### config.mk
export PLATFORM = sky130hd
export DESIGN_NAME = pic_mul
export DESIGN_NICKNAME = d
export VERILOG_FILES = /design/src/sv/pic_pkg.sv /design/src/sv/pic_mul.sv
export SDC_FILE = /design/constraint.sdc
export NUM_CORES = 2
export LEC_CHECK = 0
export BUFFER_PORTS_ARGS = -buffer_cell sky130_fd_sc_hd__buf_2
export CAP_MARGIN = 20
export CORE_MARGIN = 8
export CORE_UTILIZATION = 40
export DETAILED_ROUTE_END_ITERATION = 8
export PLACE_DENSITY = 0.67
export REMOVE_ABC_BUFFERS = 1
export SLEW_MARGIN = 20
export SYNTH_ARGS = -nofsm -noshare
export SYNTH_HDL_FRONTEND = slang
export SYNTH_SLANG_ARGS = --single-unit
export TNS_END_PERCENT = 5
### constraint.sdc
create_clock -name aclk -period 9.1 [get_ports aclk]
set_input_delay 0 -clock aclk [delete_from_list [all_inputs] [get_ports aclk]]
set_output_delay 0 -clock aclk [all_outputs]
set_load 0.01 [all_outputs]
### src/sv/pic_pkg.sv
// Shared types, constants and the arithmetic program of the item correlation block.
package pic_pkg;

    localparam int RATING_W        = 8;
    localparam int CNT_W           = 17;
    localparam int SUM_W           = 24;
    localparam int SQ_W            = 33;
    localparam int ACC_W           = 72;
    localparam int PROD_W          = 2 * ACC_W;
    localparam int LIMB_W          = 24;
    localparam int LIMBS           = ACC_W / LIMB_W;
    localparam int QUO_W           = 32;
    localparam int ROOT_W          = QUO_W / 2;
    localparam int RMD_W           = ROOT_W + 3;
    localparam int STEP_W          = $clog2(QUO_W);
    localparam int CORR_W          = 16;
    localparam int PROG_LEN        = 22;
    localparam int PC_W            = $clog2(PROG_LEN);
    localparam int DEF_QUEUE_DEPTH = 2;

    localparam logic [CORR_W-1:0] CORR_MAX = 16'h7FFF;
    localparam logic [CORR_W-1:0] K_SAT    = 16'h8000;

    typedef struct packed {
        logic [CNT_W-1:0] count_first;
        logic [SUM_W-1:0] sum_first;
        logic [CNT_W-1:0] count_second;
        logic [SUM_W-1:0] sum_second;
        logic [CNT_W-1:0] count_both;
        logic [SUM_W-1:0] both_sum_first;
        logic [SUM_W-1:0] both_sum_second;
        logic [SQ_W-1:0]  both_square_first;
        logic [SQ_W-1:0]  both_square_second;
        logic [SQ_W-1:0]  both_cross;
    } sums_t;

    typedef enum logic [2:0] {
        ST_IDLE, ST_ISSUE, ST_WAIT, ST_CHECK, ST_DIV, ST_SQRT, ST_DONE
    } back_state_t;

    typedef enum logic [3:0] {
        SRC_N1, SRC_N2, SRC_S1, SRC_S2, SRC_NB, SRC_B1, SRC_B2,
        SRC_Q1, SRC_Q2, SRC_C, SRC_TMP, SRC_MAG, SRC_A1, SRC_A2
    } src_t;

    typedef enum logic [3:0] {
        DST_TMP, DST_NUM_ADD, DST_NUM_SUB, DST_A1_ADD, DST_A1_SUB2,
        DST_A2_ADD, DST_A2_SUB2, DST_SQ, DST_PROD
    } dst_t;

    typedef struct packed {
        src_t src_a;
        src_t src_b;
        dst_t dst;
    } uop_t;

    typedef struct packed {
        logic             start;
        logic [ACC_W-1:0] a;
        logic [ACC_W-1:0] b;
    } mul_req_t;

    typedef struct packed {
        logic              done;
        logic [PROD_W-1:0] product;
    } mul_rsp_t;

    function automatic uop_t uop_rom(input logic [PC_W-1:0] pc);
        uop_t u;
        unique case (pc)
            5'd0:    u = '{SRC_N1,  SRC_N2,  DST_TMP};
            5'd1:    u = '{SRC_TMP, SRC_C,   DST_NUM_ADD};
            5'd2:    u = '{SRC_N1,  SRC_S2,  DST_TMP};
            5'd3:    u = '{SRC_TMP, SRC_B1,  DST_NUM_SUB};
            5'd4:    u = '{SRC_N2,  SRC_S1,  DST_TMP};
            5'd5:    u = '{SRC_TMP, SRC_B2,  DST_NUM_SUB};
            5'd6:    u = '{SRC_NB,  SRC_S1,  DST_TMP};
            5'd7:    u = '{SRC_TMP, SRC_S2,  DST_NUM_ADD};
            5'd8:    u = '{SRC_N1,  SRC_N1,  DST_TMP};
            5'd9:    u = '{SRC_TMP, SRC_Q1,  DST_A1_ADD};
            5'd10:   u = '{SRC_N1,  SRC_S1,  DST_TMP};
            5'd11:   u = '{SRC_TMP, SRC_B1,  DST_A1_SUB2};
            5'd12:   u = '{SRC_NB,  SRC_S1,  DST_TMP};
            5'd13:   u = '{SRC_TMP, SRC_S1,  DST_A1_ADD};
            5'd14:   u = '{SRC_N2,  SRC_N2,  DST_TMP};
            5'd15:   u = '{SRC_TMP, SRC_Q2,  DST_A2_ADD};
            5'd16:   u = '{SRC_N2,  SRC_S2,  DST_TMP};
            5'd17:   u = '{SRC_TMP, SRC_B2,  DST_A2_SUB2};
            5'd18:   u = '{SRC_NB,  SRC_S2,  DST_TMP};
            5'd19:   u = '{SRC_TMP, SRC_S2,  DST_A2_ADD};
            5'd20:   u = '{SRC_MAG, SRC_MAG, DST_SQ};
            5'd21:   u = '{SRC_A1,  SRC_A2,  DST_PROD};
            default: u = '{SRC_N1,  SRC_N1,  DST_TMP};
        endcase
        return u;
    endfunction

endpackage

### src/sv/pic_mul.sv
// Multicycle wide multiplier: one limb-by-limb partial product per cycle.
module pic_mul (
    input  logic              aclk,
    input  logic              aresetn,
    input  pic_pkg::mul_req_t req,
    output pic_pkg::mul_rsp_t rsp
);
    import pic_pkg::*;

    localparam int IDX_W = $clog2(LIMBS);
    localparam int SH_W  = $clog2(2 * LIMBS - 1);

    logic [ACC_W-1:0]    a_reg, a_next, b_reg, b_next;
    logic [IDX_W-1:0]    i_reg, i_next, j_reg, j_next;
    logic                issuing_reg, issuing_next, pv_reg, done_reg;
    logic [2*LIMB_W-1:0] pp_reg, pp_next;
    logic [SH_W-1:0]     sh_reg, sh_next;
    logic [PROD_W-1:0]   acc_reg, acc_next;
    logic [LIMB_W-1:0]   a_limb, b_limb;

    assign a_limb      = a_reg[i_reg*LIMB_W +: LIMB_W];
    assign b_limb      = b_reg[j_reg*LIMB_W +: LIMB_W];
    assign rsp.done    = done_reg;
    assign rsp.product = acc_reg;

    always_comb begin
        a_next       = a_reg;
        b_next       = b_reg;
        i_next       = i_reg;
        j_next       = j_reg;
        issuing_next = issuing_reg;
        pp_next      = pp_reg;
        sh_next      = sh_reg;
        acc_next     = acc_reg;
        if (req.start) begin
            a_next       = req.a;
            b_next       = req.b;
            i_next       = '0;
            j_next       = '0;
            issuing_next = 1'b1;
            acc_next     = '0;
        end else begin
            if (issuing_reg) begin
                pp_next = a_limb * b_limb;
                sh_next = SH_W'(i_reg) + SH_W'(j_reg);
                if (j_reg == IDX_W'(LIMBS - 1)) begin
                    j_next = '0;
                    if (i_reg == IDX_W'(LIMBS - 1)) begin
                        issuing_next = 1'b0;
                    end else begin
                        i_next = i_reg + 1'b1;
                    end
                end else begin
                    j_next = j_reg + 1'b1;
                end
            end
            if (pv_reg) begin
                acc_next = acc_reg + (PROD_W'(pp_reg) << (sh_reg * LIMB_W));
            end
        end
    end

    always_ff @(posedge aclk) begin
        if (!aresetn) begin
            issuing_reg <= 1'b0;
            pv_reg      <= 1'b0;
            done_reg    <= 1'b0;
        end else begin
            issuing_reg <= issuing_next;
            pv_reg      <= issuing_reg;
            done_reg    <= pv_reg && !issuing_reg;
        end
    end

    always_ff @(posedge aclk) begin
        a_reg   <= a_next;
        b_reg   <= b_next;
        i_reg   <= i_next;
        j_reg   <= j_next;
        pp_reg  <= pp_next;
        sh_reg  <= sh_next;
        acc_reg <= acc_next;
    end

endmodule

==> impl_results.md <==
* Asr flop ratio synth at 0%
* Vias in the first global route at ~38000
* Post-Route Skew at 0.04493 ns
* Final std cells w/o fill at 6680
* Mapped Cells at between 4000 and 5000
* Distinct cells, synth at 70
* Die W at roughly 340 um
* PortBufs at roughly 290
* Fin crit share at a little over nine tenths
* Placed insts at 6457
* Clk Latency, worst-skew pair at between 0.6 and 0.7 ns
* Max-Cap Viols at 0
* Avg Cell Area, Syn at approximately 8.5 sq um
* Endpoints failing setup at 0
* H-tree Lvls at 2
* Slew margin rel. at 29.04%
* 1st-iter DRT viols at 2976
* Min Tclk post-route at 8.690 ns
* FF+latch count, synth at about 350
* Commonest non-fill, non-tap cells in the layout: nor2_1, inv_1, nand2_1
* Yosys top cell area share at 23.16%
* Worst-path clk slew at 0.06 ns
* Clk sinks at 346
* Register area share after synthesis at between 20% and 30%
* Crit-path leading delay family: adder cells
* Vias per inst at 5.510
* Gr ovfl total at 0
* Remaining DRCs at 0
* Design area at 48060 sq um
* RSZ-0062 raised after global routing: yes
* Hold Crit Start: req[126]
* Placed instance area at roughly 45000 sq um
* Layout Nets at 6221
* GR Layer Usage met1 at 32.76%
* Num rows at 118
* DRT antenna net count at 0
* Total track usage at approximately a quarter
* CTS tree: yes
* CP required at 9.45 ns
* Slowest stage delay, CP at 0.55 ns
* Slew Viols, Final at 0
* Post-DP HPWL at 123400 um
* CP startpoint: j_reg[0]$_SDFFE_PP0P_
* Layout cell share with drive strength beyond 1 at just over 10%
* Initial antenna violation count at 3
* Most used DFF post-synth: edfxtp_1
* CP max stage cell: fa_1
* Pin count of the biggest net entering global routing at 71
* Total number of vias at 36809
* Die area at 115400 sq um
* Status: finished clean
* Worst setup EP type: register
* Initial Util at 40.38%
* Endpoints failing hold at 0
* Hold path depth at 2
* Hold Path Class: input pin to register
* GPL Wtd Cong at about 0.98
* Synth top area cells: fa_1, edfxtp_1, ha_1, dfxtp_1, nor2_1
* Final core utilization at a little under half
* Worst-path fanout max at 10
* Core Region at 103800 sq um
* Startpoint types: register
* Max reg flops at 144
* Postcts setup bufs at 0
* M3 GR Usage at 4.887%
* Most used cell, CP: fa_1
* Post-synth design cell area at 41910 sq um
* Launching point of the worst reg2reg path: j_reg[0]$_SDFFE_PP0P_
* Area leader, netlist: fa_1
* Most common cell after layout, fill and taps aside: nor2_1
* WS Path Type: register to register
* Grt peak-use layer: met2
* Clk buf depth at 3
* Post-Route WL at 153400 um
* EDFF count, synth at ~200
* Top-Level Pins at 292
* Chip height at 339.7 um
* Drt wl/cell at roughly 23 um
* Slew @ Worst Pin at 1.053 ns
* Area growth, synth to finish at 14.65%
* Ys Warns at 0
* Drt pass-1 iters at 6
* Met2 Use GR at a little over two fifths
* Critical path depth at 32
* Worst EP arrival at 9.04 ns
* R2R depth at 32
* Crit path buffers/inverters at 7
* Num CTS Buffers at 42
* First-pass GRT wire length at 232100 um
* Fmax at 115.1 MHz
* Root buf cell: clkbuf_16
==> cell type report <==
class	count	area, sq um
Inverter	622	2335
Clock inverter	21	237.7
Fill cell	10155	55740
Clock buffer	55	1172
Antenna cell	1	2.502
Tap cell	1380	1727
Multi-Input combinational cell	3696	29780
Sequential cell	346	8890
Timing Repair Buffer	559	3916
==> worst paths after layout <==
| path | endpoint | slack, ns |
|---|---|---|
| max reg2reg | pp_reg[47]$_DFFE_PP_ | 0.41 |
| max | pp_reg[47]$_DFFE_PP_ | 0.41 |
| min reg2reg | acc_reg[109]$_SDFFE_PP0P_ | 0.48 |
| min | a_reg[54]$_DFFE_PP_ | 0.09 |
==> cell usage after synthesis (23+ instances only) <==
| master | count |
|---|---|
| nor2_1 | 707 |
| inv_1 | 622 |
| nand2_1 | 525 |
| fa_1 | 485 |
| a21oi_1 | 351 |
| ha_1 | 322 |
| clkbuf_1 | 232 |
| edfxtp_1 | 195 |
| o21ai_0 | 181 |
| dfxtp_1 | 151 |
| a21o_1 | 144 |
| mux2i_1 | 135 |
| xnor2_1 | 116 |
| nand4_1 | 77 |
| xor2_1 | 59 |
| nor3_1 | 56 |
| o21bai_1 | 55 |
| nand3_1 | 42 |
| a22oi_1 | 35 |
| nand2b_1 | 30 |
| and2_1 | 28 |
| o22ai_1 | 28 |
| buf_1 | 27 |
| a31oi_1 | 24 |
| mux2_2 | 24 |
| and3_1 | 23 |
==> worst register-to-register path, delay by kind of cell, from the launching register on <==
family          cells  cell delay (ns)
compound gates     13             3.02
fa+ha+maj           8             3.93
flops               1             0.44
simple gates        2             0.18
mux                 1             0.20
xor+xnor            1             0.09
buf+inv             7             0.59
==> metrics by stage <==
stage / worst slack [ns] / hold slack [ns] / TNS [ns]
finish: 0.4103 / 0.08645 / 0
global route: 0.004270 / 0.07842 / 0
detailed placement: 0.08531 / 0.1781 / 0
CTS: 0.06051 / 0.04894 / 0
floorplan: -0.9015 / 0.06907 / -6.662
global placement: 0.2557 / 0.1761 / 0
==> layer usage <==
layer | routed length, um | vias to the layer above
met3 | 12200 | 341
met2 | 70010 | 1610
li1 | - | 17011
met1 | 62830 | 17845
met5 | 13 | -
met4 | 8298 | 2
==> repair_timing <==
item	4_1_cts	5_1_grt
setup endpoints to repair	0	8
endpoints found under the hold margin	213	0
hold buffers	146	0
gates resized for setup	0	18
==> kinds of logic after synthesis <==
group | share of synthesized area [%]
xor gates and xnor gates | 3.657
buffers and inverters | 8.039
AOI/OAI and AO/OA | 14.72
adders and majority gates | 32.78
muxes | 3.869
DFF | 21.18
and+or+nand+nor | 15.76
Power is not shown: default switching activity piles up to over one toggle a cycle in this logic, so the estimate is an artifact.
