File: src/sv/pic_pkg.sv
// Shared types, constants and the arithmetic program of the item correlation block.
package pic_pkg;

    localparam int RATING_W        = 8;
    localparam int CNT_W           = 17;
    localparam int SUM_W           = 24;
    localparam int SQ_W            = 33;
    localparam int ACC_W           = 72;
    localparam int PROD_W          = 2 * ACC_W;
    localparam int LIMB_W          = 24;
    localparam int LIMBS           = ACC_W / LIMB_W;
    localparam int QUO_W           = 32;
    localparam int ROOT_W          = QUO_W / 2;
    localparam int RMD_W           = ROOT_W + 3;
    localparam int STEP_W          = $clog2(QUO_W);
    localparam int CORR_W          = 16;
    localparam int PROG_LEN        = 22;
    localparam int PC_W            = $clog2(PROG_LEN);
    localparam int DEF_QUEUE_DEPTH = 2;

    localparam logic [CORR_W-1:0] CORR_MAX = 16'h7FFF;
    localparam logic [CORR_W-1:0] K_SAT    = 16'h8000;

    typedef struct packed {
        logic [CNT_W-1:0] count_first;
        logic [SUM_W-1:0] sum_first;
        logic [CNT_W-1:0] count_second;
        logic [SUM_W-1:0] sum_second;
        logic [CNT_W-1:0] count_both;
        logic [SUM_W-1:0] both_sum_first;
        logic [SUM_W-1:0] both_sum_second;
        logic [SQ_W-1:0]  both_square_first;
        logic [SQ_W-1:0]  both_square_second;
        logic [SQ_W-1:0]  both_cross;
    } sums_t;

    typedef enum logic [2:0] {
        ST_IDLE, ST_ISSUE, ST_WAIT, ST_CHECK, ST_DIV, ST_SQRT, ST_DONE
    } back_state_t;

    typedef enum logic [3:0] {
        SRC_N1, SRC_N2, SRC_S1, SRC_S2, SRC_NB, SRC_B1, SRC_B2,
        SRC_Q1, SRC_Q2, SRC_C, SRC_TMP, SRC_MAG, SRC_A1, SRC_A2
    } src_t;

    typedef enum logic [3:0] {
        DST_TMP, DST_NUM_ADD, DST_NUM_SUB, DST_A1_ADD, DST_A1_SUB2,
        DST_A2_ADD, DST_A2_SUB2, DST_SQ, DST_PROD
    } dst_t;

    typedef struct packed {
        src_t src_a;
        src_t src_b;
        dst_t dst;
    } uop_t;

    typedef struct packed {
        logic             start;
        logic [ACC_W-1:0] a;
        logic [ACC_W-1:0] b;
    } mul_req_t;

    typedef struct packed {
        logic              done;
        logic [PROD_W-1:0] product;
    } mul_rsp_t;

    function automatic uop_t uop_rom(input logic [PC_W-1:0] pc);
        uop_t u;
        unique case (pc)
            5'd0:    u = '{SRC_N1,  SRC_N2,  DST_TMP};
            5'd1:    u = '{SRC_TMP, SRC_C,   DST_NUM_ADD};
            5'd2:    u = '{SRC_N1,  SRC_S2,  DST_TMP};
            5'd3:    u = '{SRC_TMP, SRC_B1,  DST_NUM_SUB};
            5'd4:    u = '{SRC_N2,  SRC_S1,  DST_TMP};
            5'd5:    u = '{SRC_TMP, SRC_B2,  DST_NUM_SUB};
            5'd6:    u = '{SRC_NB,  SRC_S1,  DST_TMP};
            5'd7:    u = '{SRC_TMP, SRC_S2,  DST_NUM_ADD};
            5'd8:    u = '{SRC_N1,  SRC_N1,  DST_TMP};
            5'd9:    u = '{SRC_TMP, SRC_Q1,  DST_A1_ADD};
            5'd10:   u = '{SRC_N1,  SRC_S1,  DST_TMP};
            5'd11:   u = '{SRC_TMP, SRC_B1,  DST_A1_SUB2};
            5'd12:   u = '{SRC_NB,  SRC_S1,  DST_TMP};
            5'd13:   u = '{SRC_TMP, SRC_S1,  DST_A1_ADD};
            5'd14:   u = '{SRC_N2,  SRC_N2,  DST_TMP};
            5'd15:   u = '{SRC_TMP, SRC_Q2,  DST_A2_ADD};
            5'd16:   u = '{SRC_N2,  SRC_S2,  DST_TMP};
            5'd17:   u = '{SRC_TMP, SRC_B2,  DST_A2_SUB2};
            5'd18:   u = '{SRC_NB,  SRC_S2,  DST_TMP};
            5'd19:   u = '{SRC_TMP, SRC_S2,  DST_A2_ADD};
            5'd20:   u = '{SRC_MAG, SRC_MAG, DST_SQ};
            5'd21:   u = '{SRC_A1,  SRC_A2,  DST_PROD};
            default: u = '{SRC_N1,  SRC_N1,  DST_TMP};
        endcase
        return u;
    endfunction

endpackage

File: src/sv/pic_front.sv
// Front end: accepts rating pairs and keeps the running integer sums.
module pic_front (
    input  logic                 aclk,
    input  logic                 aresetn,
    input  logic                 s_tvalid,
    output logic                 s_tready,
    input  logic [15:0]          s_tdata,   // [7:0] rating_first, [15:8] rating_second
    input  logic                 s_tlast,   // last_user
    output logic                 push_valid,
    input  logic                 push_ready,
    output pic_pkg::sums_t       push_data
);
    import pic_pkg::*;

    sums_t                 sums_reg, sums_next, upd;
    logic [RATING_W-1:0]   x, y;
    logic [2*RATING_W-1:0] sq_x, sq_y, xy;
    logic                  x_nz, y_nz, accept;

    assign x      = s_tdata[RATING_W-1:0];
    assign y      = s_tdata[2*RATING_W-1:RATING_W];
    assign x_nz   = x != '0;
    assign y_nz   = y != '0;
    assign sq_x   = x * x;
    assign sq_y   = y * y;
    assign xy     = x * y;
    assign accept = s_tvalid && s_tready;

    assign s_tready   = push_ready;
    assign push_valid = s_tvalid && s_tlast;
    assign push_data  = upd;

    always_comb begin
        upd = sums_reg;
        if (x_nz) begin
            upd.count_first = sums_reg.count_first + 1'b1;
            upd.sum_first   = sums_reg.sum_first + SUM_W'(x);
        end
        if (y_nz) begin
            upd.count_second = sums_reg.count_second + 1'b1;
            upd.sum_second   = sums_reg.sum_second + SUM_W'(y);
        end
        if (x_nz && y_nz) begin
            upd.count_both         = sums_reg.count_both + 1'b1;
            upd.both_sum_first     = sums_reg.both_sum_first + SUM_W'(x);
            upd.both_sum_second    = sums_reg.both_sum_second + SUM_W'(y);
            upd.both_square_first  = sums_reg.both_square_first + SQ_W'(sq_x);
            upd.both_square_second = sums_reg.both_square_second + SQ_W'(sq_y);
            upd.both_cross         = sums_reg.both_cross + SQ_W'(xy);
        end
        sums_next = sums_reg;
        if (accept) begin
            sums_next = s_tlast ? '0 : upd;
        end
    end

    always_ff @(posedge aclk) begin
        if (!aresetn) begin
            sums_reg <= '0;
        end else begin
            sums_reg <= sums_next;
        end
    end

endmodule

File: config.mk
export PLATFORM = sky130hd
export DESIGN_NAME = pic_front
export DESIGN_NICKNAME = d
export VERILOG_FILES = /design/src/sv/pic_pkg.sv /design/src/sv/pic_front.sv
export SDC_FILE = /design/constraint.sdc
export NUM_CORES = 1
export LEC_CHECK = 0
export BUFFER_PORTS_ARGS = -buffer_cell sky130_fd_sc_hd__buf_2
export CAP_MARGIN = 10
export CELL_PAD_IN_SITES_DETAIL_PLACEMENT = 0
export CELL_PAD_IN_SITES_GLOBAL_PLACEMENT = 1
export CORE_MARGIN = 1
export CORE_UTILIZATION = 45
export CTS_CLUSTER_SIZE = 16
export DETAILED_ROUTE_END_ITERATION = 10
export GPL_TIMING_DRIVEN = 0
export HOLD_SLACK_MARGIN = 0.1
export PLACE_DENSITY = 0.94
export SKIP_LAST_GASP = 1
export SLEW_MARGIN = 20
export SYNTH_ARGS = -nofsm -noshare
export SYNTH_HDL_FRONTEND = slang
export SYNTH_SLANG_ARGS = --single-unit
File: constraint.sdc
create_clock -name aclk -period 5.2 [get_ports aclk]
set_input_delay 0 -clock aclk [delete_from_list [all_inputs] [get_ports aclk]]
set_output_delay 0 -clock aclk [all_outputs]
set_load 0.05 [all_outputs]
==> run_results.csv <==
group,metric,value,unit
drt,drc,0,
sta,clock.fmax,0.194,GHz
critical_path,r2r-end,"sums_reg[63]$_SDFFE_PN0P_",
synthesis,synth-seq-cells,246,
layout,final_cell_mix,"nand2_1, inv_1, dfxtp_1",
cts,clockRootBuffer,"clkbuf_16",
global_route,antenna_found_initial,1,
layout,multi_input_area,0.0167,mm^2
global_route,grtUsageMet2,0.531,
synthesis,syn-num-nets,3134,
global_route,grt-ovfl-total,0,
sta,skew,0.0214,ns
layout,finalCoreUtilization,0.552,
die,rows,81,
global_route,grt_max_degree,20,
drt,routed-via-count,23200,
sta,tightest_slew,1.21,ns
sta,fin_tns_setup,0,ns
critical_path,rr_worst_depth,20,
critical_path,worstSetupEndpoint,"push_data[17]",
die,dieArea,0.0511,mm^2
drt,drt-wirelength-per-cell,22.5,um
global_route,top_usage_layer,"met2",
placement,port_buffers,268,
synthesis,synth-edff-count,0,
die,die_x,226,um
cts,cts-buffers-inserted,31,
global_route,grt_use_total,0.332,
layout,area_growth,20.4,%
sta,hold_slack,0.145,ns
placement,place.gp.congestion,0.945,
critical_path,r2r_start,"sums_reg[40]$_SDFFE_PN0P_",
worst_hold_path,min_path_type,"input port to register",
sta,rsz0062_at_grt,"yes",
die,io_pins,269,
layout,mostFrequentLayoutCell,"nand2_1",
sta,fin_crit,5.16,ns
synthesis,avgSynthCellArea,7.99,um^2
die,coreArea,0.0493,mm^2
critical_path,startpoint,"sums_reg[3]$_SDFFE_PN0P_",
synthesis,synth_top_cell_area_share,0.218,
layout,fillers,4608,
drt,dr.pass1.iters,7,
outcome,outcome,"finished, final reports clean",
cts,clockBufferDepth,3,
synthesis,synth_area_leaders,"dfxtp_1, fa_1, ha_1, xnor2_1, nand2_1",
layout,largest_register_ff_count,246,
power_and_ir_drop,power,0.0120,W
synthesis,synth_top_area_cell,"dfxtp_1",
cts,tritoncts,"built",
die,floorplan.initialDensity,0.458,
global_route,grt_pass1_wl,129,mm
run,cap_violations,0,
sta,hold_viol_final,0,
synthesis,syn_area,0.0226,mm^2
synthesis,syn_inst,2823,
critical_path,worstPathRequired,5.20,ns
layout,layout.nets,3474,
power_and_ir_drop,power_density,441,mW/mm^2
critical_path,startpoint_type,"register",
drt,ant_nets,0,
cts,clk_pin_slew,0.06,ns
cts,worstSkewPairLatency,0.62,ns
placement,hpwl,64.4,mm
sta,slew_violations,0,
die,die_h,226,um
drt,drt_iter0_markers,2227,
drt,vias_per_cell,6.03,
sta,slew_headroom,0.193,
synthesis,ys_async_sr_fraction,0,
critical_path,r2r_slack,0.32,ns
power_and_ir_drop,leakagePower,12.4,nW
drt,drt_wl_total,86.6,mm
cts,htree_levels,1,
layout,seq_area,0.00493,mm^2
global_route,met3_usage,0.0671,
critical_path,crit_arrival,5.16,ns
cts,clock_sinks,246,
global_route,grt_pass1_vias,22100,
critical_path,cp_max_fo,3,
layout,layout-drive-gt1-share,0.173,
synthesis,yosysUniqueCellTypes,86,
power_and_ir_drop,max-vdd-ir-drop,0.700,mV
synthesis,yosys_warnings,0,
global_route,met1_usage,0.417,
synthesis,synth_ff_type,"dfxtp_1",
critical_path,critical_path_class,"register to output pin",
sta,fin_crit_sh,0.993,
synthesis,synth_seq_area_share,0.218,
worst_hold_path,whs_path_depth,4,
sta,setup_violations,0,
critical_path,end_kind,"output pin",
==> worst min-delay path by stage <==
stage / start / to / slack [ns]
after global routing: s_tdata[5] / sums_reg[210]$_SDFFE_PN0P_ / 0.17
final: s_tdata[5] / sums_reg[210]$_SDFFE_PN0P_ / 0.14
after CTS: s_tdata[5] / sums_reg[210]$_SDFFE_PN0P_ / 0.11
after detailed placement: sums_reg[32]$_SDFFE_PN0P_ / sums_reg[32]$_SDFFE_PN0P_ / 0.44
after global placement: sums_reg[32]$_SDFFE_PN0P_ / sums_reg[32]$_SDFFE_PN0P_ / 0.43
after floorplan: push_ready / s_tready / 0.17
==> final cells by class <==
| type | instances | area share |
|---|---|---|
| antenna | 1 | 0.0000921 |
| buffer | 154 | 0.0254 |
| clock buffer | 42 | 0.0319 |
| clock inverter | 15 | 0.00893 |
| inverter | 266 | 0.0367 |
| multi-input combinational | 2152 | 0.615 |
| sequential | 246 | 0.181 |
| tap | 664 | 0.0306 |
| timing repair buffer | 312 | 0.0701 |
==> synthesized netlist by cell type, types with 12 or more instances <==
library cell	instances
a31oi_1	62
o211ai_1	12
a21boi_0	32
buf_2	22
or3_1	38
mux2_2	12
nand4_1	30
and3_1	44
xor2_1	75
a22o_1	27
nand2_1	346
clkbuf_1	121
fa_1	128
ha_1	162
o21a_1	17
nor2_1	90
and2_1	96
a21oi_1	109
xnor2_1	150
nand3_1	84
o21ai_0	184
dfxtp_1	246
nor3_1	34
nor2b_1	95
o31ai_1	32
a211oi_1	17
a21o_1	36
a22oi_1	78
inv_1	266
==> logic make-up (layout without fill, tap and decap cells) <==
family,after synthesis,in the layout,share of synthesized area
AOI/OAI and AO/OA,688,689,0.200
xor gates and xnor gates,225,225,0.0873
adders and majority gates,290,290,0.203
buffers and inverters,426,789,0.0735
DFF,246,246,0.218
muxes,14,14,0.00687
other,0,1,0
and+or+nand+nor,934,934,0.211
==> per-stage QoR <==
stage,worst slack (ns),cell area (um^2),cells
after CTS,-0.0665,26500,3829
after global placement,-0.864,24700,3755
after floorplan,0.196,22600,2823
after global routing,-0.146,27200,3851
after detailed placement,-0.990,24700,3755
final,0.0369,27200,3852
==> power by group <==
group          switching, W  internal, W  leakage (nW)
combinational       0.00522      0.00233          9.82
clock              0.000964      0.00146         0.547
sequential        0.0000575      0.00196          1.99
==> layer usage <==
layer | vias to the layer above | part of all wire | routed length, um
met1 | 11300 | 0.39 | 33500
met4 | 0 | 0.062 | 5330
met2 | 1252 | 0.45 | 38900
met3 | 290 | 0.10 | 8860
met5 | - | 0 | 0
li1 | 10400 | - | -
==> what timing repair did <==
item / in CTS / in global routing
hold buffers: 2 / 0
endpoints found under the hold margin: 5 / 0
cloned: 2 / 0
setup endpoints to repair: 82 / 63
setup buffers: 19 / 22
resized for setup: 113 / 162
pin swaps: 26 / 56
==> worst max-delay path: stages, from the launching register on <==
cell	delay, ns
dfxtp_1	0.33
inv_1	0.08
fa_1	0.54
inv_1	0.04
ha_1	0.28
ha_1	0.28
inv_1	0.06
fa_1	0.53
inv_1	0.04
ha_1	0.25
fa_2	0.41
a211oi_4	0.30
o211ai_1	0.21
buf_4	0.19
a41oi_4	0.20
o311a_1	0.27
xnor2_2	0.14
nand2_1	0.08
nand2_2	0.16
buf_8	0.16
Power figures use the tool's default switching activity.
