**config.mk**
```make
export PLATFORM = sky130hd
export DESIGN_NAME = pic_queue
export DESIGN_NICKNAME = d
export VERILOG_FILES = /design/src/sv/pic_pkg.sv /design/src/sv/pic_queue.sv
export SDC_FILE = /design/constraint.sdc
export NUM_CORES = 1
export LEC_CHECK = 0
export BUFFER_PORTS_ARGS = -buffer_cell sky130_fd_sc_hd__buf_2
export CORE_ASPECT_RATIO = 1.75
export CORE_MARGIN = 3
export CORE_UTILIZATION = 45
export DETAILED_ROUTE_END_ITERATION = 7
export MAX_ROUTING_LAYER = met4
export PLACE_DENSITY = 0.7
export SLEW_MARGIN = 20
export SYNTH_ARGS = -nofsm -noshare
export SYNTH_HDL_FRONTEND = slang
export SYNTH_SLANG_ARGS = --single-unit
```
**constraint.sdc**
```tcl
create_clock -name aclk -period 24 [get_ports aclk]
set_input_delay 4.8 -clock aclk [delete_from_list [all_inputs] [get_ports aclk]]
set_output_delay 4.8 -clock aclk [all_outputs]
set_load 0.03 [all_outputs]
```
**src/sv/pic_pkg.sv**
```systemverilog
// Shared types, constants and the arithmetic program of the item correlation block.
package pic_pkg;

    localparam int RATING_W        = 8;
    localparam int CNT_W           = 17;
    localparam int SUM_W           = 24;
    localparam int SQ_W            = 33;
    localparam int ACC_W           = 72;
    localparam int PROD_W          = 2 * ACC_W;
    localparam int LIMB_W          = 24;
    localparam int LIMBS           = ACC_W / LIMB_W;
    localparam int QUO_W           = 32;
    localparam int ROOT_W          = QUO_W / 2;
    localparam int RMD_W           = ROOT_W + 3;
    localparam int STEP_W          = $clog2(QUO_W);
    localparam int CORR_W          = 16;
    localparam int PROG_LEN        = 22;
    localparam int PC_W            = $clog2(PROG_LEN);
    localparam int DEF_QUEUE_DEPTH = 2;

    localparam logic [CORR_W-1:0] CORR_MAX = 16'h7FFF;
    localparam logic [CORR_W-1:0] K_SAT    = 16'h8000;

    typedef struct packed {
        logic [CNT_W-1:0] count_first;
        logic [SUM_W-1:0] sum_first;
        logic [CNT_W-1:0] count_second;
        logic [SUM_W-1:0] sum_second;
        logic [CNT_W-1:0] count_both;
        logic [SUM_W-1:0] both_sum_first;
        logic [SUM_W-1:0] both_sum_second;
        logic [SQ_W-1:0]  both_square_first;
        logic [SQ_W-1:0]  both_square_second;
        logic [SQ_W-1:0]  both_cross;
    } sums_t;

    typedef enum logic [2:0] {
        ST_IDLE, ST_ISSUE, ST_WAIT, ST_CHECK, ST_DIV, ST_SQRT, ST_DONE
    } back_state_t;

    typedef enum logic [3:0] {
        SRC_N1, SRC_N2, SRC_S1, SRC_S2, SRC_NB, SRC_B1, SRC_B2,
        SRC_Q1, SRC_Q2, SRC_C, SRC_TMP, SRC_MAG, SRC_A1, SRC_A2
    } src_t;

    typedef enum logic [3:0] {
        DST_TMP, DST_NUM_ADD, DST_NUM_SUB, DST_A1_ADD, DST_A1_SUB2,
        DST_A2_ADD, DST_A2_SUB2, DST_SQ, DST_PROD
    } dst_t;

    typedef struct packed {
        src_t src_a;
        src_t src_b;
        dst_t dst;
    } uop_t;

    typedef struct packed {
        logic             start;
        logic [ACC_W-1:0] a;
        logic [ACC_W-1:0] b;
    } mul_req_t;

    typedef struct packed {
        logic              done;
        logic [PROD_W-1:0] product;
    } mul_rsp_t;

    function automatic uop_t uop_rom(input logic [PC_W-1:0] pc);
        uop_t u;
        unique case (pc)
            5'd0:    u = '{SRC_N1,  SRC_N2,  DST_TMP};
            5'd1:    u = '{SRC_TMP, SRC_C,   DST_NUM_ADD};
            5'd2:    u = '{SRC_N1,  SRC_S2,  DST_TMP};
            5'd3:    u = '{SRC_TMP, SRC_B1,  DST_NUM_SUB};
            5'd4:    u = '{SRC_N2,  SRC_S1,  DST_TMP};
            5'd5:    u = '{SRC_TMP, SRC_B2,  DST_NUM_SUB};
            5'd6:    u = '{SRC_NB,  SRC_S1,  DST_TMP};
            5'd7:    u = '{SRC_TMP, SRC_S2,  DST_NUM_ADD};
            5'd8:    u = '{SRC_N1,  SRC_N1,  DST_TMP};
            5'd9:    u = '{SRC_TMP, SRC_Q1,  DST_A1_ADD};
            5'd10:   u = '{SRC_N1,  SRC_S1,  DST_TMP};
            5'd11:   u = '{SRC_TMP, SRC_B1,  DST_A1_SUB2};
            5'd12:   u = '{SRC_NB,  SRC_S1,  DST_TMP};
            5'd13:   u = '{SRC_TMP, SRC_S1,  DST_A1_ADD};
            5'd14:   u = '{SRC_N2,  SRC_N2,  DST_TMP};
            5'd15:   u = '{SRC_TMP, SRC_Q2,  DST_A2_ADD};
            5'd16:   u = '{SRC_N2,  SRC_S2,  DST_TMP};
            5'd17:   u = '{SRC_TMP, SRC_B2,  DST_A2_SUB2};
            5'd18:   u = '{SRC_NB,  SRC_S2,  DST_TMP};
            5'd19:   u = '{SRC_TMP, SRC_S2,  DST_A2_ADD};
            5'd20:   u = '{SRC_MAG, SRC_MAG, DST_SQ};
            5'd21:   u = '{SRC_A1,  SRC_A2,  DST_PROD};
            default: u = '{SRC_N1,  SRC_N1,  DST_TMP};
        endcase
        return u;
    endfunction

endpackage

```
**src/sv/pic_queue.sv**
```systemverilog
// Short queue of finished sum sets between the front end and the arithmetic back end.
module pic_queue #(
    parameter int DEPTH = pic_pkg::DEF_QUEUE_DEPTH
) (
    input  logic           aclk,
    input  logic           aresetn,
    input  logic           push_valid,
    output logic           push_ready,
    input  pic_pkg::sums_t push_data,
    output logic           pop_valid,
    input  logic           pop_ready,
    output pic_pkg::sums_t pop_data
);
    import pic_pkg::*;

    localparam int AW = (DEPTH > 1) ? $clog2(DEPTH) : 1;
    localparam int CW = $clog2(DEPTH + 1);

    sums_t           entry_reg [DEPTH];
    logic [AW-1:0]   wr_ptr_reg, wr_ptr_next, rd_ptr_reg, rd_ptr_next;
    logic [CW-1:0]   fill_reg, fill_next;
    logic            do_push, do_pop;

    assign push_ready = fill_reg != CW'(DEPTH);
    assign pop_valid  = fill_reg != '0;
    assign pop_data   = entry_reg[rd_ptr_reg];
    assign do_push    = push_valid && push_ready;
    assign do_pop     = pop_valid && pop_ready;

    always_comb begin
        wr_ptr_next = wr_ptr_reg;
        rd_ptr_next = rd_ptr_reg;
        fill_next   = fill_reg;
        if (do_push) begin
            wr_ptr_next = (wr_ptr_reg == AW'(DEPTH - 1)) ? '0 : wr_ptr_reg + 1'b1;
        end
        if (do_pop) begin
            rd_ptr_next = (rd_ptr_reg == AW'(DEPTH - 1)) ? '0 : rd_ptr_reg + 1'b1;
        end
        if (do_push && !do_pop) begin
            fill_next = fill_reg + 1'b1;
        end else if (do_pop && !do_push) begin
            fill_next = fill_reg - 1'b1;
        end
    end

    always_ff @(posedge aclk) begin
        if (!aresetn) begin
            wr_ptr_reg <= '0;
            rd_ptr_reg <= '0;
            fill_reg   <= '0;
        end else begin
            wr_ptr_reg <= wr_ptr_next;
            rd_ptr_reg <= rd_ptr_next;
            fill_reg   <= fill_next;
        end
    end

    always_ff @(posedge aclk) begin
        if (do_push) begin
            entry_reg[wr_ptr_reg] <= push_data;
        end
    end

endmodule

```
==> results.sh, run 1 <==
export IMPL_status="complete, no violations"
export IMPL_drt_wl_total_um=39600
export IMPL_finalCriticalPeriod_ns=7.49
export IMPL_clock_root_buffer="clkbuf_16"
export IMPL_cts_max_path_buffers=3
export IMPL_syn_inst=789
export IMPL_htree_levels=2
export IMPL_area_growth_pct=23.9
export IMPL_cp_end_kind="output pin"
export IMPL_dieArea_um2=42700
export IMPL_p_leak_uw=0.00826
export IMPL_drt_first_pass_iters=4
export IMPL_ys_seq_area_frac=0.822
export IMPL_largest_reg_flops=492
export IMPL_grt_pass1_vias=9933
export IMPL_via_count=9325
export IMPL_grt_ovfl_total=0
export IMPL_busiest_layer="met2"
export IMPL_ant_nets=0
export IMPL_design_core_area_um2=39500
export IMPL_grt_start_max_net_pins=180
export IMPL_final_layout_size_suffix_gt1_frac=0.606
export IMPL_yosys_warnings=0
export IMPL_fmax_mhz=134
export IMPL_hp_class="reg -> reg"
export IMPL_postCtsSetupRepairBufs=0
export IMPL_antenna_found_initial=24
export IMPL_gr_usage_met3=0.0445
export IMPL_synth_nets=1040
export IMPL_cts_clk_slew_worst_paths_ns=0.07
export IMPL_synth_top_area_cell="edfxtp_1"
export IMPL_drcViolationCount=0
export IMPL_max_slew_margin=0.276
export IMPL_design_area_um2=22400
export IMPL_die_w_um=158
export IMPL_fin_setup_tns_ns=0
export IMPL_place_area_um2=21000
export IMPL_num_rows=96
export IMPL_netlist_area_um2=18100
export IMPL_power_density_nw_per_um2=113
export IMPL_grt_pass1_wl_um=57500
export IMPL_cts_made_buffers=43
export IMPL_grt_util_all_layers=0.184
export IMPL_max_cap_violations=0
export IMPL_ctsHoldBuffers=0
export IMPL_num_io_pins=498
export IMPL_gr_usage_met2=0.321
export IMPL_synth_seq_cells=497
export IMPL_arrival_ns=2.69
export IMPL_setup_viol=0
export IMPL_cts_resized_gates=0
export IMPL_dieHeight_um=271
export IMPL_cp_start_kind="flip-flop"
export IMPL_synthDistinctLibCells=19
export IMPL_postLayoutCoreUtil=0.567
export IMPL_final_max_slew_viol_count=0
export IMPL_viasPerCell=5.02
export IMPL_insertion_delay_ns=0.53
export IMPL_cts_tree="yes"
export IMPL_rsz0062_at_grt="false"
export IMPL_final_nets=1563
export IMPL_portBuffers=497
export IMPL_dp_hpwl_um=27100
export IMPL_hold_viol_final=0
export IMPL_routedWlPerCell_um=21.3
export IMPL_gp_congestion=0.772
export IMPL_netlist_top_cells_area="edfxtp_1 (82%), mux2_2 (15%), buf_6 (1.7%)"
export IMPL_worst_slew_pin_slew_ns=1.09
export IMPL_avgSynthCellArea_um2=22.9
export IMPL_criticalPathCategory="reg -> out"
export IMPL_floorplan_initialDensity=0.458
export IMPL_use_met1=0.186
export IMPL_crit_required_ns=19.20
export IMPL_fin_skew_ns=0.0122
export IMPL_crit_fanout=77
export IMPL_cts_sinks=497
export IMPL_drt_initial_drc_count=426
export IMPL_vdd_drop_max_mv=0.0803
export IMPL_period_share=0.312
export IMPL_yosysTopAreaCellShare=0.817
-- critical path, stage by stage (launching register included) --
cell     delay [ns]
dfxtp_4        0.60
buf_4          0.85
mux2_2         0.44
buf_2          0.18
-- worst paths after layout --
kind                     from                end  cells after the start  slack [ns]
setup / recovery    flip-flop      pop_data[124]                      3       16.51
hold reg to reg   fill_reg[1]        fill_reg[1]                      2        0.57
setup reg to reg  fill_reg[0]  entry_reg[1][156]                      4       21.07
hold / removal    fill_reg[1]        fill_reg[1]                      2        0.57
-- power breakdown --
part	leakage, uW	internal [uW]	switching [uW]	total [uW]
combinational	0.00297	253	509	762
clock	0.000651	369	290	659
sequential	0.00464	1080	29.0	1110
-- cells in the final DEF, fill, tap and decap left out, types with 2 or more instances in the layout --
cell type,synthesis,final
buf_2,0,497
edfxtp_1,492,492
mux2_2,246,246
clkbuf_16,0,45
diode_2,0,25
clkbuf_1,0,13
clkinv_2,0,7
clkinv_1,0,6
buf_4,0,5
and2_1,4,4
dfxtp_1,5,4
xnor2_1,2,2
bufinv_16,0,2
buf_16,0,2
-- layer usage --
| metal | routed length, um | vias to the layer above |
|---|---|---|
| li1 | - | 4234 |
| met1 | 13200 | 4625 |
| met2 | 21700 | 376 |
| met3 | 2750 | 90 |
| met4 | 1990 | 0 |
| met5 | 0 | - |
-- cell families after synthesis --
kind of cell | share of synthesized area
buffers and inverters | 0.0170
AOI/OAI and AO/OA | 0.00194
and+or+nand+nor | 0.00360
xor gates and xnor gates | 0.00145
muxes | 0.153
DFF | 0.822
adders and majority gates | 0.000692
-- area by class of cell --
class,instances,area (um^2)
fill,3051,17100
multi-input combinational,264,2910
tap,490,613
clock inverter,18,143
inverter,1,11.3
timing repair buffer,505,2600
clock buffer,59,1190
sequential,497,14900
antenna,25,62.6
-- metrics by stage --
step | setup slack (ns) | std cells | hold slack, ns | total power (uW)
finish | 16.51 | 1859 | 0.573 | 2530
global route | 16.38 | 1858 | 0.603 | 2640
CTS | 16.41 | 1832 | 0.575 | 2560
floorplan | 12.91 | 789 | 0.512 | 1720
detailed placement | 16.84 | 1755 | 0.564 | 1900
global placement | 16.85 | 1755 | 0.534 | 1890
-- synth_stat cells, drive strengths merged --
library cell,count
ha,1
or2,1
buf,27
and3,1
and2,4
dfxtp,5
xor2,1
o21ai,2
a21bo,1
mux2,246
nand2b,1
xnor2,2
edfxtp,492
nand3b,1
a21boi,2
inv,1
or3,1
Note: power is estimated with default switching activity, not from simulation.
==> run 2: changes to the inputs <==
==> constraint.sdc (replaced) <==
create_clock -name aclk -period 7.1 [get_ports aclk]
set_input_delay 1.42 -clock aclk [delete_from_list [all_inputs] [get_ports aclk]]
set_output_delay 1.42 -clock aclk [all_outputs]
set_load 0.03 [all_outputs]
==> run 2 against run 1 <==
- utilization about the same
- sequential power rose to 3.4 times the previous value
- register-to-register slack worse by 17 ns
- worst setup slack worse by 14 ns
- via count up 1.0%
- count of clock-buffer cells in the layout down 6
- cell area about the same
- combinational power rose to 3.3 times the previous value
- worst hold slack worse by 0.0093 ns
- total power rose to 3.4 times the previous value
- wire length up 3.1%
- critical path type unchanged
- critical endpoint is now pop_data[83]
==> results.sh, run 2 (same netlist as run 1, synthesis figures left out) <==
export IMPL_status="complete, no violations"
export IMPL_final_layout_size_suffix_gt1_frac=0.607
export IMPL_worst_slack_ns=2.81
export IMPL_finalCriticalPeriod_ns=4.29
export IMPL_cts_max_path_buffers=3
export IMPL_ant_nets=0
export IMPL_max_slew_margin=0.311
export IMPL_power_density_nw_per_um2=383
export IMPL_vdd_drop_max_mv=0.283
export IMPL_dieHeight_um=271
export IMPL_num_rows=96
export IMPL_cp_start_kind="flip-flop"
export IMPL_viasPerCell=5.06
export IMPL_drcViolationCount=0
export IMPL_drt_wl_total_um=40800
export IMPL_gp_congestion=0.881
export IMPL_regArea_um2=14900
export IMPL_crit_fanout=61
export IMPL_htree_levels=2
export IMPL_drt_initial_drc_count=474
export IMPL_busiest_layer="met2"
export IMPL_fin_setup_tns_ns=0
export IMPL_antenna_found_initial=25
export IMPL_fin_skew_ns=0.0208
export IMPL_routedWlPerCell_um=21.9
export IMPL_grt_start_max_net_pins=148
export IMPL_portBuffers=497
export IMPL_arrival_ns=2.87
export IMPL_final_common_cell="buf_2"
export IMPL_final_max_slew_viol_count=0
export IMPL_max_cap_violations=0
export IMPL_grt_ovfl_total=0
export IMPL_grt_pass1_wl_um=58500
export IMPL_crit_required_ns=5.68
export IMPL_drt_first_pass_iters=6
export IMPL_insertion_delay_ns=0.55
export IMPL_period_share=0.604
export IMPL_use_met1=0.191
export IMPL_hp_class="reg -> reg"
export IMPL_postCtsSetupRepairBufs=0
export IMPL_gr_usage_met2=0.328
export IMPL_cp_end_kind="output pin"
export IMPL_cts_clk_slew_worst_paths_ns=0.07
export IMPL_multiInputGateArea_um2=2910
export IMPL_gr_usage_met3=0.0456
export IMPL_grt_util_all_layers=0.189
export IMPL_cts_resized_gates=0
export IMPL_cts_sinks=497
export IMPL_ctsHoldBuffers=0
export IMPL_cts_made_buffers=45
export IMPL_num_io_pins=498
export IMPL_final_nets=1562
export IMPL_area_growth_pct=24.0
export IMPL_worst_slew_pin_slew_ns=1.03
export IMPL_largest_reg_flops=492
export IMPL_p_leak_uw=0.00827
export IMPL_via_count=9420
export IMPL_fill_cells=3033
export IMPL_floorplan_initialDensity=0.458
export IMPL_grt_pass1_vias=9999
export IMPL_criticalPathCategory="reg -> out"
export IMPL_clock_root_buffer="clkbuf_16"
export IMPL_dp_hpwl_um=28100
export IMPL_hold_viol_final=0
export IMPL_preCtsSetupSlack_ns=3.37
export IMPL_layout_common_cells="buf_2 (497), edfxtp_1 (492), mux2_2 (246)"
export IMPL_rsz0062_at_grt="false"
export IMPL_dieArea_um2=42700
export IMPL_setup_viol=0
export IMPL_die_w_um=158
export IMPL_cts_tree="yes"
export IMPL_design_core_area_um2=39500
export IMPL_fmax_mhz=233
## run 2: cell types whose count changed in the layout (fill, tap and decap cells not counted), sizes merged
cell,before,now
buf,505,502
bufinv,2,1
clkbuf,59,53
clkinv,14,25
clkinvlp,1,0
inv,2,5
## run 2: stage by stage
stage	instances	power, uW	hold WS (ns)	util	instance area, um^2
floorplan	789	5790	0.512	-	18100
global placement	1754	6370	0.528	0.531	21000
detailed placement	1754	6410	0.556	0.531	21000
CTS	1837	8690	0.565	0.566	22400
global route	1862	8920	0.586	0.567	22400
finish	1862	8590	0.563	0.567	22400
## run 2: final cells by class
| type | instances | area share |
|---|---|---|
| Clock inverter | 30 | 0.00826 |
| Sequential cell | 497 | 0.663 |
| Multi-Input combinational cell | 264 | 0.130 |
| Antenna cell | 25 | 0.00279 |
| Timing Repair Buffer | 502 | 0.114 |
| Clock buffer | 53 | 0.0535 |
| Inverter | 1 | 0.000502 |
| Tap cell | 490 | 0.0273 |
## run 2: worst max-delay path, cell delays in order (launching register included)
cell and delay (ns):
dfxtp_4 0.89, buf_4 0.71, mux2_2 0.42, buf_2 0.18
## run 2: final timing paths
kind / start / end / slack, ns / depth (start not counted)
min: fill_reg[1] / fill_reg[1] / 0.56 / 2
max reg2reg: fill_reg[0] / entry_reg[0][119] / 4.53 / 4
max: flip-flop / pop_data[83] / 2.81 / 3
min reg2reg: fill_reg[1] / fill_reg[1] / 0.56 / 2
## run 2: metal layers
layer  vias to the layer above  part of all wire
met4                         0             0.054
met3                       114             0.069
li1                       4231                 -
met1                      4679              0.33
met2                       396              0.55
met5                         -                 0
## run 2: where the power goes
group / internal (uW) / switching, uW
Clock: 1250 / 1020
Combinational: 846 / 1660
Sequential: 3670 / 136
